--- config.mk ---
export PLATFORM = sky130hd
export DESIGN_NAME = tws_acc
export DESIGN_NICKNAME = d
export VERILOG_FILES = /design/src/rtl/core/tws_pkg.sv /design/src/rtl/core/tws_acc.sv
export SDC_FILE = /design/constraint.sdc
export NUM_CORES = 1
export LEC_CHECK = 0
export BUFFER_PORTS_ARGS = -buffer_cell sky130_fd_sc_hd__clkbuf_2
export CAP_MARGIN = 20
export CORE_MARGIN = 1.5
export CORE_UTILIZATION = 55
export CTS_CLUSTER_DIAMETER = 40
export DETAILED_ROUTE_END_ITERATION = 10
export PLACE_DENSITY_LB_ADDON = 0.12
export SLEW_MARGIN = 20
export SYNTH_ARGS = -nofsm -noshare
export SYNTH_HDL_FRONTEND = slang
export SYNTH_SLANG_ARGS = --single-unit
export TNS_END_PERCENT = 1
--- constraint.sdc ---
create_clock -name clk -period 6 [get_ports clk]
set_input_delay 0 -clock clk [delete_from_list [all_inputs] [get_ports clk]]
set_output_delay 0 -clock clk [all_outputs]
set_load 0.03 [all_outputs]
--- src/rtl/core/tws_pkg.sv ---
// Package: shared constants, types and helpers for the toroidal window sum block.
package tws_pkg;

    // Sizing
    localparam int MAX_SIDE        = 16;
    localparam int PLANES          = 4;
    localparam int VALUE_BITS      = 16;
    localparam int SIDE_BITS       = $clog2(MAX_SIDE);
    localparam int PLANE_ADDR_BITS = (PLANES > 1) ? $clog2(PLANES) : 1;
    localparam int ADDR_BITS       = PLANE_ADDR_BITS + 3 * SIDE_BITS;
    localparam int STORE_DEPTH     = PLANES * MAX_SIDE * MAX_SIDE * MAX_SIDE;

    // Fixed field widths
    localparam int REG_BITS       = 5;
    localparam int COORD_BITS     = 4;
    localparam int PLANE_BITS     = 2;
    localparam int SUM_BITS       = 28;
    localparam int CFG_INDEX_BITS = 3;

    localparam logic [SUM_BITS-1:0] SUM_MAX = {SUM_BITS{1'b1}};

    // Item actions
    typedef enum logic {
        ACT_STORE = 1'b0,
        ACT_QUERY = 1'b1
    } action_t;

    // Configuration register indexes
    typedef enum logic [CFG_INDEX_BITS-1:0] {
        CFG_GRID_X = 3'd0,
        CFG_GRID_Y = 3'd1,
        CFG_GRID_Z = 3'd2,
        CFG_WIN_X  = 3'd3,
        CFG_WIN_Y  = 3'd4,
        CFG_WIN_Z  = 3'd5
    } cfg_index_t;

    // Sequencer states
    typedef enum logic [1:0] {
        ST_IDLE,
        ST_RUN,
        ST_DRAIN,
        ST_DONE
    } seq_state_t;

    // Clamped grid and window sides
    typedef struct packed {
        logic [REG_BITS-1:0] gx;
        logic [REG_BITS-1:0] gy;
        logic [REG_BITS-1:0] gz;
        logic [REG_BITS-1:0] wx;
        logic [REG_BITS-1:0] wy;
        logic [REG_BITS-1:0] wz;
    } geom_t;

    // Accumulator control from the sequencer
    typedef struct packed {
        logic clear;
        logic add;
    } acc_ctrl_t;

    // Side of 0 acts as 1, above MAX_SIDE acts as MAX_SIDE
    function automatic logic [REG_BITS-1:0] clamp_side(input logic [REG_BITS-1:0] v);
        logic [REG_BITS-1:0] r;
        r = v;
        if (v == '0)
            r = REG_BITS'(1);
        else if (32'(v) > MAX_SIDE)
            r = REG_BITS'(MAX_SIDE);
        return r;
    endfunction

endpackage

--- src/rtl/core/tws_acc.sv ---
// Shared saturating accumulator for the window sum.
module tws_acc (
    input  logic                           clk,
    input  logic                           rst_n,
    input  tws_pkg::acc_ctrl_t             ctrl,
    input  logic [tws_pkg::VALUE_BITS-1:0] data,
    output logic [tws_pkg::SUM_BITS-1:0]   sum
);

    logic [tws_pkg::SUM_BITS-1:0] sum_reg;
    logic [tws_pkg::SUM_BITS-1:0] sum_next;
    logic [tws_pkg::SUM_BITS:0]   sum_wide;

    // Add with one guard bit, clip at the top
    always_comb
    begin
        sum_wide = {1'b0, sum_reg} + (tws_pkg::SUM_BITS + 1)'(data);
        sum_next = sum_reg;
        if (ctrl.clear)
            sum_next = '0;
        else if (ctrl.add)
            sum_next = sum_wide[tws_pkg::SUM_BITS] ? tws_pkg::SUM_MAX
                                                   : sum_wide[tws_pkg::SUM_BITS-1:0];
    end

    always_ff @(posedge clk or negedge rst_n)
    begin
        if (!rst_n)
            sum_reg <= '0;
        else
            sum_reg <= sum_next;
    end

    assign sum = sum_reg;

endmodule

# Word-level counts from Yosys, hierarchy flattened
# Cells that the tools add are included.
[totals]
register_bits = 28
input_bits = 20
[op_classes]
addsub = 1
reduce_logical = 1
mux = 3
[op_table]
columns = ["op", "n"]
rows = [
  ["28-bit two-way mux", 3],
  ["28-bit by 16-bit adder with 29-bit output", 1],
  ["2-bit nonzero test", 1],
]

# Logic depth before layout (Yosys ltp)
[depth]
depth_word = 4
mapped_depth = 9
mapped_depth_nobuf = 8

# Least setup slack after synthesis
# OpenSTA, ideal clock, no wires.
[synth_path]
kind = "reg2reg"
start = "register sum_reg (netlist bit sum[0])"
end = "register sum_reg (netlist bit sum[21])"
setup_slack_ns = 3.357
synth_period_minus_slack_ns = 2.643
setup_time_ns = 0.125
required_time_ns = 5.875
stages_incl_launch_ff = 10
n_path_buf = 1
arrival_ns = 2.518
path_cell_list = "dfrtp_1 > ha_1 > fa_1 > a211oi_1 > o21a_1 > a211o_4 > a211o_1 > buf_2 > a21oi_1 > mux2_2"
[synth_via]
elab_chain_len = 4
[synth_rtl]
columns = ["item", "line", "text"]
rows = [
  ["start, declared", "tws_acc.sv:10", "logic [tws_pkg::SUM_BITS-1:0] sum_reg;"],
  ["start signal, assigned", "tws_acc.sv:31", "sum_reg <= sum_next;"],
  ["28-bit by 16-bit adder with 29-bit output", "tws_acc.sv:17", "sum_wide = {1'b0, sum_reg} + (tws_pkg::SUM_BITS + 1)'(data);"],
  ["28-bit two-way mux", "tws_acc.sv:22", "sum_next = sum_wide[tws_pkg::SUM_BITS] ? tws_pkg::SUM_MAX"],
  ["28-bit two-way mux", "tws_acc.sv:21", "else if (ctrl.add)"],
  ["28-bit two-way mux", "tws_acc.sv:19", "if (ctrl.clear)"],
]
# Every way passes these cells. The select of a mux whose other input is x is not followed.
# A chain may end at the register's enable or synchronous reset.

# Worst setup path after layout
[layout_path]
start = "register sum_reg (netlist bit sum[14])"
end = "register sum_reg (netlist bit sum[15])"
# The elaborated chain is that of the path after synthesis.

==> results.tsv <==
stage	metric	value	unit
grt	grt_pass1_wl	9.69	mm
placement	place_congestion	0.867	
timing	drv_slew	0	
die	die_x	67.0	um
final_layout	postLayoutCellArea	2570	um2
die	std_cell_rows	23	
worst_setup_path	crit_fanout	17	
die	ios	48	
worst_setup_path	reg2reg_from	sum[14]	
power_and_ir_drop	power.density	209	nW/um2
clock_network	clkSinkCount	28	
timing	rsz0062_at_grt	no	
logic_synthesis	syn_nets	297	
logic_synthesis	synthArstFlopShare	100	%
final_layout	n_antenna_cell	0	
logic_synthesis	synth-seq-cells	28	
status	status	complete, no violations	
worst_setup_path	critPathMaxStageDelay	0.58	ns
clock_network	htree_num_levels	1	
power_and_ir_drop	p_seq_share	39.7	%
detailed_routing	wl_per_cell	16.6	um
worst_setup_path	worstPathRequired	6.18	ns
placement	place_hpwl	4.26	mm
final_layout	fillCellCount	338	
timing	setup_viol	0	
timing	clock.fmax	351	MHz
power_and_ir_drop	comb_power_share	40.1	%
worst_setup_path	arrival	3.03	ns
grt	track_usage	28.1	%
detailed_routing	drt_pass1_iterations	5	
power_and_ir_drop	p_sw_share	39.6	%
final_layout	largest_reg_flops	28	
power_and_ir_drop	clkPwrFrac	20.2	%
timing	setup_tns	0	ns
placement	place_area	2520	um2
logic_synthesis	synth.distinct_cells	50	
logic_synthesis	yosysSeqAreaShare	31.1	%
timing	period_share	47.5	%
detailed_routing	vias	2207	
detailed_routing	drcViolationCount	0	
die	initial_core_util	56.7	%
grt	grt_pass1_vias	2103	
timing	post-route-worst-setup-slack	3.15	ns
worst_setup_path	crit_slowest_cell	a211o_1	
clock_network	clkTransAtPathRegs	0.10	ns
worst_setup_path	crit_start	sum[14]	
power_and_ir_drop	leakagePower	0.00119	uW
logic_synthesis	synth-edff-count	0	
clock_network	clk_path_buf_depth	2	
final_layout	final_common_cell	clkbuf_2	
final_layout	layout-drive-gt1-share	20.1	%
final_layout	fin_nets	342	
clock_network	cts_inserted_buffers	3	
detailed_routing	postRouteAntennaNets	0	
grt	grt_max_degree	35	
die	coreArea	3970	um2
detailed_routing	viasPerCell	6.25	
power_and_ir_drop	p_int	324	uW
timing	hold_violations	0	
die	dieHeight	67.0	um
timing	worstMarginPinSlew	0.744	ns
grt	globalRouteOverflowTotal	0	
worst_setup_path	cp-start-kind	register	
placement	port_buffers	47	
placement	dp_slack	3.16	ns
logic_synthesis	syn_area_per_cell	8.66	um2
detailed_routing	routed_wl	5.86	mm
final_layout	area_delta_synth_final	14.1	%
clock_network	clockRootBuffer	clkbuf_8	
worst_setup_path	crit_type	register to register	
detailed_routing	drt_iter0_markers	133	
timing	max_slew_margin	49.1	%
worst_setup_path	cp-end-kind	register	
logic_synthesis	synth_cells	260	
clock_network	insertion_delay	0.28	ns
grt	antenna_found_initial	0	
die	die_area	4490	um2
worst_setup_path	crit_chain	ha_1, nand2_1, o21ai_0, nor2_1, a211o_1, and3_4, a2111oi_2	
logic_synthesis	synth_area	2250	um2
min_path	hp-start	data[14]	
timing	clock_skew	0.00295	ns
clock_network	cts_resized	0	
clock_network	cts_tree	built	
flow_run	drv_cap	0	
logic_synthesis	ys_warn_count	0	
power_and_ir_drop	power_switching	212	uW
power_and_ir_drop	ir_worst_vdd	0.134	mV
final_layout	layout_common_cells	clkbuf_2, nor2_1, dfrtp_1	
timing	finalWorstPathRequiredPeriod	2.85	ns
min_path	hold_class	input port to register	
logic_synthesis	synthFlopType	dfrtp_1	
## Yosys cell counts, types with 2 or more instances
| master | n | share of area (%) |
|---|---|---|
| and3_1 | 5 | 1.4 |
| o211a_1 | 3 | 1.3 |
| xnor2_1 | 6 | 2.3 |
| a21o_1 | 5 | 1.7 |
| a31oi_1 | 2 | 0.56 |
| nor4_1 | 3 | 0.83 |
| a21oi_1 | 25 | 5.6 |
| and2_1 | 3 | 0.83 |
| and4_1 | 2 | 0.78 |
| a2111oi_0 | 2 | 0.78 |
| mux2_2 | 3 | 1.5 |
| o21bai_1 | 2 | 0.67 |
| nand3_1 | 8 | 1.8 |
| a311oi_1 | 8 | 3.1 |
| nand4_1 | 4 | 1.1 |
| inv_1 | 7 | 1.2 |
| a2111oi_2 | 2 | 1.3 |
| nor3b_1 | 2 | 0.67 |
| ha_1 | 16 | 8.9 |
| o21ai_0 | 8 | 1.8 |
| o2111a_1 | 2 | 1.0 |
| a211o_1 | 2 | 0.78 |
| o21a_1 | 3 | 1.0 |
| dfrtp_1 | 28 | 31 |
| nor2b_1 | 4 | 1.1 |
| clkbuf_1 | 7 | 1.2 |
| o41ai_1 | 2 | 0.78 |
| a21boi_0 | 2 | 0.67 |
| nor2_1 | 31 | 5.2 |
| xor2_1 | 5 | 1.9 |
| nand2_1 | 22 | 3.7 |
| nor3_1 | 3 | 0.67 |
| a211oi_1 | 12 | 4.0 |
| o211ai_1 | 3 | 1.0 |
| nand2b_1 | 3 | 0.83 |
## area by class of cell
| class | instances | area [um2] | share of cell area [%] |
|---|---|---|---|
| clock buffers | 3 | 41.3 | 1.61 |
| inverters | 7 | 26.3 | 1.02 |
| multi-input cells | 217 | 1490 | 58.1 |
| flip-flops and latches | 28 | 701 | 27.3 |
| well taps | 50 | 62.6 | 2.44 |
| repair buffers | 48 | 245 | 9.55 |
## metrics by stage
step	std cells	total power, uW	util, %	hold WS, ns
2_1_floorplan	260	375	-	-0.296
3_3_place_gp	349	427	63.4	0.105
3_5_place_dp	349	429	63.4	0.103
4_1_cts	353	537	64.7	0.178
5_1_grt	353	569	64.7	0.231
6_report	353	536	64.7	0.181
## power groups by stage
stage	registers (uW)	logic, uW	clock network (uW)
finish	213	215	108
floorplan	241	134	0
global route	215	239	115
CTS	213	214	110
detailed placement	217	212	0
global placement	216	211	0
## routing by layer
layer  vias to the layer above  global-route usage (%)  share of wire (%)  routed length, um
met5                         -                       0                  0                  0
li1                       1085                       -                  -                  -
met4                         0                    9.95                1.3                 77
met2                        87                    46.8                 47               2780
met1                      1028                    37.0                 45               2650
met3                         7                    3.72                5.9                343
## final timing paths
path / end / slack [ns] / cells past startpoint
max reg2reg: sum[15] / 3.15 / 7
min in group asynchronous: sum[8] / 0.31 / 2
min reg2reg: sum[16] / 0.58 / 1
max: sum[15] / 3.15 / 7
max in group asynchronous: sum[26] / 5.22 / 2
min: sum[14] / 0.18 / 3
## logic make-up after synthesis
logic type	synth area share [%]
AOI/OAI and AO/OA	30.7
xor gates and xnor gates	4.28
adders and majority gates	9.78
buffers and inverters	2.56
DFF	31.1
muxes	1.50
and+or+nand+nor	20.0
## timing repair
item                                   4_1_cts  5_1_grt
endpoints found under the hold margin       28        0
buffers inserted                             0        0
hold buffers                                 1        0
## critical path: cells and delay by family, from the launching register on
family	cells	cell delay, ns
compound gates	3	1.32
simple gates	3	0.62
flops	1	0.41
fa+ha+maj	1	0.40
Note: power is estimated with default switching activity, not from simulation.
