[src/rtl/core/tws_pkg.sv]
// Package: shared constants, types and helpers for the toroidal window sum block.
package tws_pkg;

    // Sizing
    localparam int MAX_SIDE        = 16;
    localparam int PLANES          = 4;
    localparam int VALUE_BITS      = 16;
    localparam int SIDE_BITS       = $clog2(MAX_SIDE);
    localparam int PLANE_ADDR_BITS = (PLANES > 1) ? $clog2(PLANES) : 1;
    localparam int ADDR_BITS       = PLANE_ADDR_BITS + 3 * SIDE_BITS;
    localparam int STORE_DEPTH     = PLANES * MAX_SIDE * MAX_SIDE * MAX_SIDE;

    // Fixed field widths
    localparam int REG_BITS       = 5;
    localparam int COORD_BITS     = 4;
    localparam int PLANE_BITS     = 2;
    localparam int SUM_BITS       = 28;
    localparam int CFG_INDEX_BITS = 3;

    localparam logic [SUM_BITS-1:0] SUM_MAX = {SUM_BITS{1'b1}};

    // Item actions
    typedef enum logic {
        ACT_STORE = 1'b0,
        ACT_QUERY = 1'b1
    } action_t;

    // Configuration register indexes
    typedef enum logic [CFG_INDEX_BITS-1:0] {
        CFG_GRID_X = 3'd0,
        CFG_GRID_Y = 3'd1,
        CFG_GRID_Z = 3'd2,
        CFG_WIN_X  = 3'd3,
        CFG_WIN_Y  = 3'd4,
        CFG_WIN_Z  = 3'd5
    } cfg_index_t;

    // Sequencer states
    typedef enum logic [1:0] {
        ST_IDLE,
        ST_RUN,
        ST_DRAIN,
        ST_DONE
    } seq_state_t;

    // Clamped grid and window sides
    typedef struct packed {
        logic [REG_BITS-1:0] gx;
        logic [REG_BITS-1:0] gy;
        logic [REG_BITS-1:0] gz;
        logic [REG_BITS-1:0] wx;
        logic [REG_BITS-1:0] wy;
        logic [REG_BITS-1:0] wz;
    } geom_t;

    // Accumulator control from the sequencer
    typedef struct packed {
        logic clear;
        logic add;
    } acc_ctrl_t;

    // Side of 0 acts as 1, above MAX_SIDE acts as MAX_SIDE
    function automatic logic [REG_BITS-1:0] clamp_side(input logic [REG_BITS-1:0] v);
        logic [REG_BITS-1:0] r;
        r = v;
        if (v == '0)
            r = REG_BITS'(1);
        else if (32'(v) > MAX_SIDE)
            r = REG_BITS'(MAX_SIDE);
        return r;
    endfunction

endpackage

[src/rtl/core/tws_seq.sv]
// Sequencer: takes items, walks the wrapped window over the store, holds the result.
module tws_seq (
    input  logic                                clk,
    input  logic                                rst_n,
    // item side
    input  logic                                in_valid,
    output logic                                in_ready,
    input  logic                                in_action,
    input  logic [tws_pkg::PLANE_BITS-1:0]      in_plane,
    input  logic [tws_pkg::COORD_BITS-1:0]      in_x,
    input  logic [tws_pkg::COORD_BITS-1:0]      in_y,
    input  logic [tws_pkg::COORD_BITS-1:0]      in_z,
    input  logic [tws_pkg::VALUE_BITS-1:0]      in_value,
    input  tws_pkg::geom_t                      geom,
    // store port
    output logic                                ram_en,
    output logic                                ram_we,
    output logic [tws_pkg::ADDR_BITS-1:0]       ram_addr,
    output logic [tws_pkg::VALUE_BITS-1:0]      ram_wdata,
    // accumulator
    output tws_pkg::acc_ctrl_t                  acc_ctrl,
    input  logic [tws_pkg::SUM_BITS-1:0]        acc_sum,
    // result side
    output logic                                out_valid,
    input  logic                                out_ready,
    output logic [tws_pkg::SUM_BITS-1:0]        out_sum,
    output logic                                out_bad
);

    localparam int SB = tws_pkg::SIDE_BITS;
    localparam int RB = tws_pkg::REG_BITS;
    localparam int PB = tws_pkg::PLANE_ADDR_BITS;

    tws_pkg::seq_state_t state_reg, state_next;

    logic [PB-1:0] plane_reg, plane_next;
    logic [SB-1:0] bx_reg, bx_next, by_reg, by_next;
    logic [SB-1:0] x_reg, x_next, y_reg, y_next, z_reg, z_next;
    logic [RB-1:0] dx_reg, dx_next, dy_reg, dy_next, dz_reg, dz_next;
    logic          rd_pend_reg, rd_pend_next;
    logic          bad_reg, bad_next;
    logic          out_valid_reg, out_valid_next;
    logic [tws_pkg::SUM_BITS-1:0] out_sum_reg, out_sum_next;
    logic          out_bad_reg, out_bad_next;

    logic          accept;
    logic          in_bad;
    logic          last_x, last_y, last_z;
    logic          out_load;

    // Step one coordinate round the torus
    function automatic logic [SB-1:0] wrap_inc(input logic [SB-1:0] c,
                                               input logic [RB-1:0] g);
        logic [RB-1:0] c_ext;
        c_ext = RB'(c) + RB'(1);
        return (c_ext == g) ? '0 : SB'(c_ext);
    endfunction

    // Position check on the incoming item
    always_comb
    begin
        in_bad = (RB'(in_x) >= geom.gx) || (RB'(in_y) >= geom.gy) ||
                 (RB'(in_z) >= geom.gz) || (32'(in_plane) >= tws_pkg::PLANES);
    end

    assign in_ready = (state_reg == tws_pkg::ST_IDLE);
    assign accept   = in_valid && in_ready;
    assign last_x   = (dx_reg == geom.wx - RB'(1));
    assign last_y   = (dy_reg == geom.wy - RB'(1));
    assign last_z   = (dz_reg == geom.wz - RB'(1));

    always_ff @(posedge clk or negedge rst_n)
    begin
        if (!rst_n)
        begin
            state_reg     <= tws_pkg::ST_IDLE;
            rd_pend_reg   <= 1'b0;
            out_valid_reg <= 1'b0;
        end
        else
        begin
            state_reg     <= state_next;
            rd_pend_reg   <= rd_pend_next;
            out_valid_reg <= out_valid_next;
        end
    end

    // Payload registers
    always_ff @(posedge clk)
    begin
        plane_reg   <= plane_next;
        bx_reg      <= bx_next;
        by_reg      <= by_next;
        x_reg       <= x_next;
        y_reg       <= y_next;
        z_reg       <= z_next;
        dx_reg      <= dx_next;
        dy_reg      <= dy_next;
        dz_reg      <= dz_next;
        bad_reg     <= bad_next;
        out_sum_reg <= out_sum_next;
        out_bad_reg <= out_bad_next;
    end

    // Next state, window walk and store port
    always_comb
    begin
        state_next     = state_reg;
        plane_next     = plane_reg;
        bx_next        = bx_reg;
        by_next        = by_reg;
        x_next         = x_reg;
        y_next         = y_reg;
        z_next         = z_reg;
        dx_next        = dx_reg;
        dy_next        = dy_reg;
        dz_next        = dz_reg;
        bad_next       = bad_reg;
        rd_pend_next   = 1'b0;
        ram_en         = 1'b0;
        ram_we         = 1'b0;
        ram_addr       = {plane_reg, z_reg, y_reg, x_reg};
        ram_wdata      = in_value;
        acc_ctrl.clear = 1'b0;
        acc_ctrl.add   = rd_pend_reg;
        out_load       = 1'b0;

        case (state_reg)
            tws_pkg::ST_IDLE:
            begin
                if (accept)
                begin
                    if (in_action == tws_pkg::ACT_STORE)
                    begin
                        ram_en   = !in_bad;
                        ram_we   = 1'b1;
                        ram_addr = {PB'(in_plane), SB'(in_z), SB'(in_y), SB'(in_x)};
                    end
                    else
                    begin
                        acc_ctrl.clear = 1'b1;
                        bad_next   = in_bad;
                        plane_next = PB'(in_plane);
                        bx_next    = SB'(in_x);
                        by_next    = SB'(in_y);
                        x_next     = SB'(in_x);
                        y_next     = SB'(in_y);
                        z_next     = SB'(in_z);
                        dx_next    = '0;
                        dy_next    = '0;
                        dz_next    = '0;
                        state_next = in_bad ? tws_pkg::ST_DONE : tws_pkg::ST_RUN;
                    end
                end
            end

            tws_pkg::ST_RUN:
            begin
                // one cell read a cycle
                ram_en       = 1'b1;
                rd_pend_next = 1'b1;
                if (!last_x)
                begin
                    dx_next = dx_reg + RB'(1);
                    x_next  = wrap_inc(x_reg, geom.gx);
                end
                else
                begin
                    dx_next = '0;
                    x_next  = bx_reg;
                    if (!last_y)
                    begin
                        dy_next = dy_reg + RB'(1);
                        y_next  = wrap_inc(y_reg, geom.gy);
                    end
                    else
                    begin
                        dy_next = '0;
                        y_next  = by_reg;
                        if (!last_z)
                        begin
                            dz_next = dz_reg + RB'(1);
                            z_next  = wrap_inc(z_reg, geom.gz);
                        end
                        else
                        begin
                            state_next = tws_pkg::ST_DRAIN;
                        end
                    end
                end
            end

            tws_pkg::ST_DRAIN:
            begin
                // last read lands in the accumulator
                state_next = tws_pkg::ST_DONE;
            end

            tws_pkg::ST_DONE:
            begin
                if (!out_valid_reg || out_ready)
                begin
                    out_load   = 1'b1;
                    state_next = tws_pkg::ST_IDLE;
                end
            end

            default:
            begin
                state_next = tws_pkg::ST_IDLE;
            end
        endcase
    end

    // Result register
    always_comb
    begin
        out_valid_next = out_valid_reg && !out_ready;
        out_sum_next   = out_sum_reg;
        out_bad_next   = out_bad_reg;
        if (out_load)
        begin
            out_valid_next = 1'b1;
            out_sum_next   = bad_reg ? '0 : acc_sum;
            out_bad_next   = bad_reg;
        end
    end

    assign out_valid = out_valid_reg;
    assign out_sum   = out_sum_reg;
    assign out_bad   = out_bad_reg;

endmodule

[config.mk]
export PLATFORM = sky130hd
export DESIGN_NAME = tws_seq
export DESIGN_NICKNAME = d
export VERILOG_FILES = /design/src/rtl/core/tws_pkg.sv /design/src/rtl/core/tws_seq.sv
export SDC_FILE = /design/constraint.sdc
export NUM_CORES = 1
export LEC_CHECK = 0
export ABC_AREA = 1
export BUFFER_PORTS_ARGS = -buffer_cell sky130_fd_sc_hd__clkbuf_2
export CORE_MARGIN = 2
export CORE_UTILIZATION = 55
export DETAILED_ROUTE_END_ITERATION = 7
export PLACE_DENSITY = 0.87
export SLEW_MARGIN = 10
export SYNTH_ARGS = -nofsm -noshare
export SYNTH_HDL_FRONTEND = slang
export SYNTH_SLANG_ARGS = --single-unit
export TNS_END_PERCENT = 30
[constraint.sdc]
create_clock -name clk -period 6.7 [get_ports clk]
set_input_delay 0.67 -clock clk [delete_from_list [all_inputs] [get_ports clk]]
set_output_delay 0.67 -clock clk [all_outputs]
set_load 0.02 [all_outputs]
## Word-level counts from Yosys, hierarchy flattened

Index checks and enable logic that the tools add are counted.

- Bits in latches: 0
- Memory bits (read-only): 0
- Output and inout bits: 65
- Register bits after elaboration: 71
- Memories kept: 0
- Logic and storage cells: 111
- Bits in writable memories: 0
- Input port bits: 93

- Shift operators: 0
- Multiply operators: 0
- Equality and inequality tests: 16
- $lt $le $gt $ge: 3
- Div/mod/pow operators: 0
- $add $sub $neg: 9
- Multiplexer cells: 53
- Reductions and logical operators: 15
- Bitwise operators: 0

Operators by type and width:

| kind | count |
|---|---|
| 4-bit 2-to-1 mux | 15 |
| 14-bit 2-to-1 mux | 3 |
| 5-bit 2-to-1 mux | 8 |
| 5-bit equality test | 6 |
| 5-bit case mux with 2 select lines | 3 |
| 4-bit case mux with 2 select lines | 3 |
| 4-bit by 1-bit adder with 5-bit output (second input constant) | 3 |
| 5-bit by 1-bit adder with 5-bit output (second input constant) | 3 |
| 4-bit by 5-bit >= comparator with 1-bit output | 3 |
| 5-bit by 1-bit subtractor with 5-bit output (second input constant) | 3 |
| 2-bit 2-to-1 mux | 7 |
| 1-bit 2-to-1 mux | 12 |
| 6-bit AND reduction | 2 |
| 2-bit != test (second input constant) | 5 |
| 2-bit case mux with 4 select lines | 1 |
| 3-bit AND reduction | 2 |
| 2-bit equality test (second input constant) | 2 |
| 2-bit by 1-bit != test with 1-bit output (second input constant) | 2 |
| 4-bit AND reduction | 1 |
| 1-bit zero test | 3 |
| 1-bit logical OR | 3 |
| 2-bit by 1-bit equality test with 1-bit output (second input constant) | 1 |
| 1-bit logical AND | 2 |
| 2-bit zero test | 1 |
| other kinds (2) | 2 |

## Depth between registers and ports, before layout

- Word-level depth: 7
- Mapped depth: 13
- Depth with buffers taken out: 13

## Least setup slack after synthesis

Ideal clock, no wire load.

- Kind: register to register
- Start point: register state_reg[0]
- End point: register dz_reg[0], enable pin
- Data required time: 6.362 ns
- Buffers on the path: 0
- Setup time: 0.338 ns
- Clock period less this slack: 2.631 ns
- Cell stages (with the launch flop): 8
- Path slack: 4.069 ns
- Data arrival time: 2.293 ns
- Cells stage by stage: dfrtp_1 -> inv_1 -> ha_1 -> inv_1 -> a21oi_1 -> inv_1 -> nor2_2 -> and3_1

- Cells in the longest elaborated chain, start to end: 4
- Elaborated cells between the ends (all ways): 10
- Classes of those cells: eq/ne: 6; reduce/logical: 4

RTL lines:

| what | line | source |
|---|---|---|
| from (decl) | tws_seq.sv:34 | `tws_pkg::seq_state_t state_reg, state_next;` |
| from (signal assigned) | tws_seq.sv:76 | `state_reg <= tws_pkg::ST_IDLE;` |
| from (signal assigned) | tws_seq.sv:82 | `state_reg <= state_next;` |
| 2-bit zero test * | tws_seq.sv:66 | `assign in_ready = (state_reg == tws_pkg::ST_IDLE);` |
| net in_ready | tws_seq.sv:7 | `output logic in_ready,` |
| 1-bit logical AND | tws_seq.sv:67 | `assign accept = in_valid && in_ready;` |
| 2-bit by 1-bit != test with 1-bit output (no source line) | - |  |
| 6-bit AND reduction (no source line) * | - |  |
| to (signal assigned) | tws_seq.sv:99 | `dz_reg <= dz_next;` |
| to (decl) | tws_seq.sv:39 | `logic [RB-1:0] dx_reg, dx_next, dy_reg, dy_next, dz_reg, dz_next;` |

The timed path passes the listed nets; every way through them passes the cells marked *.
A chain may end at the register's enable or synchronous reset.

## Worst setup path after layout

- Start point: register state_reg[1]
- End point: register z_reg[2], enable pin

- Cells in the longest elaborated chain, start to end: 4
- Elaborated cells between the ends (all ways): 10
- Classes of those cells: eq/ne: 6; reduce/logical: 4

RTL lines:

| what | line | source |
|---|---|---|
| 2-bit zero test | tws_seq.sv:66, tws_seq.sv:128 |  |
| 1-bit logical AND | tws_seq.sv:67 |  |
| 2-bit by 1-bit != test with 1-bit output (no source line) | - |  |
| 6-bit AND reduction (no source line) * | - |  |
| to (signal assigned) | tws_seq.sv:96 | `z_reg <= z_next;` |
| to (decl) | tws_seq.sv:38 | `logic [SB-1:0] x_reg, x_next, y_reg, y_next, z_reg, z_next;` |

Mark *: on every way between the ends. The rest lies on a longest branch, timed or not.

==> reports/metrics.yaml <==
logic_synthesis:
  synthesis.nets: 704
  netlist-cell-type-count: 28
  synth_top_area_frac: 0.432
  yosysWarningCount: 0
  avgSynthCellArea_um2: 7.95
  yosys.area.top_type: "edfxtp_1"
  synthCells: 586
  syn_area_mm2: 0.00466
  ys_seq_area_frac: 0.453
  synth.area.top_cells: "edfxtp_1 43%, nand2_1 12%, inv_1 8.6%, ha_1 6.7%, nor2_1 5.6%"
  ys_seq_elements: 71
timing:
  rsz0062_at_grt: "false"
  fin_crit_ns: 3.79
  relSlewSlack: 0.299
  fin_skew_ns: 0.0101
  setup_viol: 0
  fin_hold_ws_ns: 0.106
  period_share: 0.566
  max_freq_ghz: 0.264
  tightest_slew_ns: 1.05
  fin_tns_setup_ns: 0
  hold_viol_final: 0
  maxSlewViolCount: 0
die:
  core-area_mm2: 0.00822
  initial_core_util: 0.567
  fp.dieH_um: 96.0
  num_rows: 33
  die-area_mm2: 0.00922
  fp.dieW_um: 96.0
  num_io_pins: 158
layout:
  largest_register_ffs: 28
  area_growth_pct: 18.9
  drive_gt1_frac: 0.241
  nets: 817
  antenna_cells: 0
clocking:
  ctsHoldBuffers: 0
  numClockSinks: 71
  ctsResizeCount: 0
  cts_root_buf: "clkbuf_8"
  cts_setup_buffers: 0
  cts.path.max_buffers: 2
  cts_buffers: 9
  htree_num_levels: 3
  cts_tree: "done"
  clk_pin_slew_ns: 0.09
  clock_latency_ns: 0.35
grt:
  grt_pass1_vias: 3925
  overflow: 0
  grt_usage: 0.246
  grt_max_degree: 30
  grt_first_pass_wirelength_mm: 17.5
  antenna_found_initial: 0
routing:
  postRouteAntennaNets: 0
  drc_errors: 0
  wirelength_mm: 11.2
  viasPerCell: 5.14
  drtIter0Drc: 241
  avgRoutedWirePerCell_um: 13.9
  vias: 4157
  drt_pre_antenna_iters: 5
placed_design:
  portBuffers: 125
  post-dp-hpwl_mm: 8.51
  gp_congestion: 0.904
pwr:
  fin_total_pwr_mw: 2.32
  vdd_ir_drop_max_mv: 0.218
  leakagePower_nw: 2.92
  power_density_mw_per_mm2: 418
critical_path:
  cp-start-kind: "register"
  crit_path_end_kind: "register"
  cp_data_required_time_ns: 6.71
  crit_path_cell_trace: "inv_1, ha_1, inv_2, a21oi_1, inv_1, nor2_2, and3_1"
  slowest_stage: "a21oi_1"
  setup.worst_path.class: "reg2reg"
  critical-path-max-stage-delay_ns: 0.85
  cpMostUsedCell: "inv_1"
  cp_max_fo: 19
  arrival_ns: 3.80
hold_path:
  hold_path_class: "in2async"
flow_run:
  cap_violations: 0
outcome:
  status: "finished clean"
[cell usage in the layout, fill, tap and decap left out]
master | netlist | final
a21oi_1 | 10 | 9
a21oi_2 | 2 | 3
a21oi_4 | 1 | 1
and3_1 | 1 | 1
buf_4 | 18 | 2
bufinv_16 | 0 | 4
clkbuf_2 | 0 | 125
clkbuf_8 | 0 | 9
clkinv_1 | 2 | 2
clkinv_4 | 0 | 2
clkinvlp_4 | 0 | 1
dfrtp_1 | 4 | 4
edfxtp_1 | 67 | 67
ha_1 | 25 | 25
inv_1 | 107 | 107
inv_2 | 4 | 4
nand2_1 | 154 | 154
nand2_2 | 6 | 6
nand3_1 | 47 | 47
nand3_2 | 2 | 2
nand3b_1 | 1 | 1
nand4_1 | 7 | 7
nor2_1 | 70 | 70
nor2_2 | 6 | 6
nor2_4 | 1 | 1
o21ai_0 | 13 | 13
o21bai_1 | 1 | 1
or2_0 | 1 | 1
or2_2 | 4 | 4
xnor2_1 | 10 | 10
xor2_1 | 15 | 15
[worst paths after layout]
| check | startpoint | endpoint | slack [ns] | depth (start not counted) |
|---|---|---|---|---|
| setup / recovery | state_reg[1] | z_reg[2] | 2.91 | 7 |
| hold / removal | rst_n | rd_pend_reg | 0.11 | 1 |
| setup reg to reg | state_reg[1] | z_reg[2] | 2.91 | 7 |
| hold reg to reg | bx_reg[3] | x_reg[3] | 0.54 | 2 |
| max in group asynchronous | rst_n | state_reg[1] | 6.46 | 1 |
| min in group clk | in_plane[1] | plane_reg[1] | 0.51 | 1 |
[cell families after synthesis]
group                    synth area share
AO/OA/AOI/OAI                      0.0336
flip-flops                          0.453
adder cells (fa/ha/maj)            0.0672
buffers and inverters               0.126
XOR/XNOR                           0.0470
AND/OR/NAND/NOR                     0.273
[cells in the mapped netlist, drive strengths merged]
| cell type | instances |
|---|---|
| buf | 19 |
| a21oi | 13 |
| clkbuf | 6 |
| edfxtp | 67 |
| ha | 25 |
| dfrtp | 4 |
| nand3b | 1 |
| nand3 | 49 |
| nand4 | 7 |
| and3 | 1 |
| nor2 | 77 |
| o21bai | 1 |
| or2 | 5 |
| inv | 111 |
| clkinv | 2 |
| xnor2 | 10 |
| o21ai | 13 |
| xor2 | 15 |
| nand2 | 160 |
[power breakdown]
part | leakage (nW) | internal, mW | switching [mW] | total, mW
registers | 0.683 | 0.706 | 0.132 | 0.838
logic | 2.10 | 0.347 | 0.673 | 1.02
clock network | 0.130 | 0.286 | 0.175 | 0.461
[through the flow]
| step | utilization | std cells | instance area (um^2) | worst slack [ns] |
|---|---|---|---|---|
| finish | 0.674 | 809 | 5540 | 2.91 |
| global route | 0.674 | 809 | 5540 | 2.73 |
| CTS | 0.674 | 809 | 5540 | 2.99 |
| detailed placement | 0.642 | 793 | 5270 | 2.95 |
| global placement | 0.642 | 793 | 5270 | 3.21 |
| floorplan | - | 586 | 4660 | 4.07 |
[layer usage]
layer | GRT usage | vias up | share of wire
li1 | - | 2038 | -
met1 | 0.275 | 1920 | 0.39
met2 | 0.451 | 175 | 0.53
met3 | 0.0532 | 24 | 0.060
met4 | 0.102 | 0 | 0.018
met5 | 0 | - | 0
[critical path, delay by kind of cell, from the launching register on]
| family | cells | cell delay, ns |
|---|---|---|
| simple gates | 2 | 0.98 |
| compound gates | 1 | 0.85 |
| fa+ha+maj | 1 | 0.66 |
| buf+inv | 3 | 0.53 |
| flops | 1 | 0.42 |
[area by class of cell]
class,instances,area (um^2)
tap,105,131
clock buffer,9,124
sequential,71,2110
fill,632,2680
inverter,113,424
timing repair buffer,127,641
multi-input combinational,377,1960
clock inverter,7,145
Power figures use the tool's default switching activity.
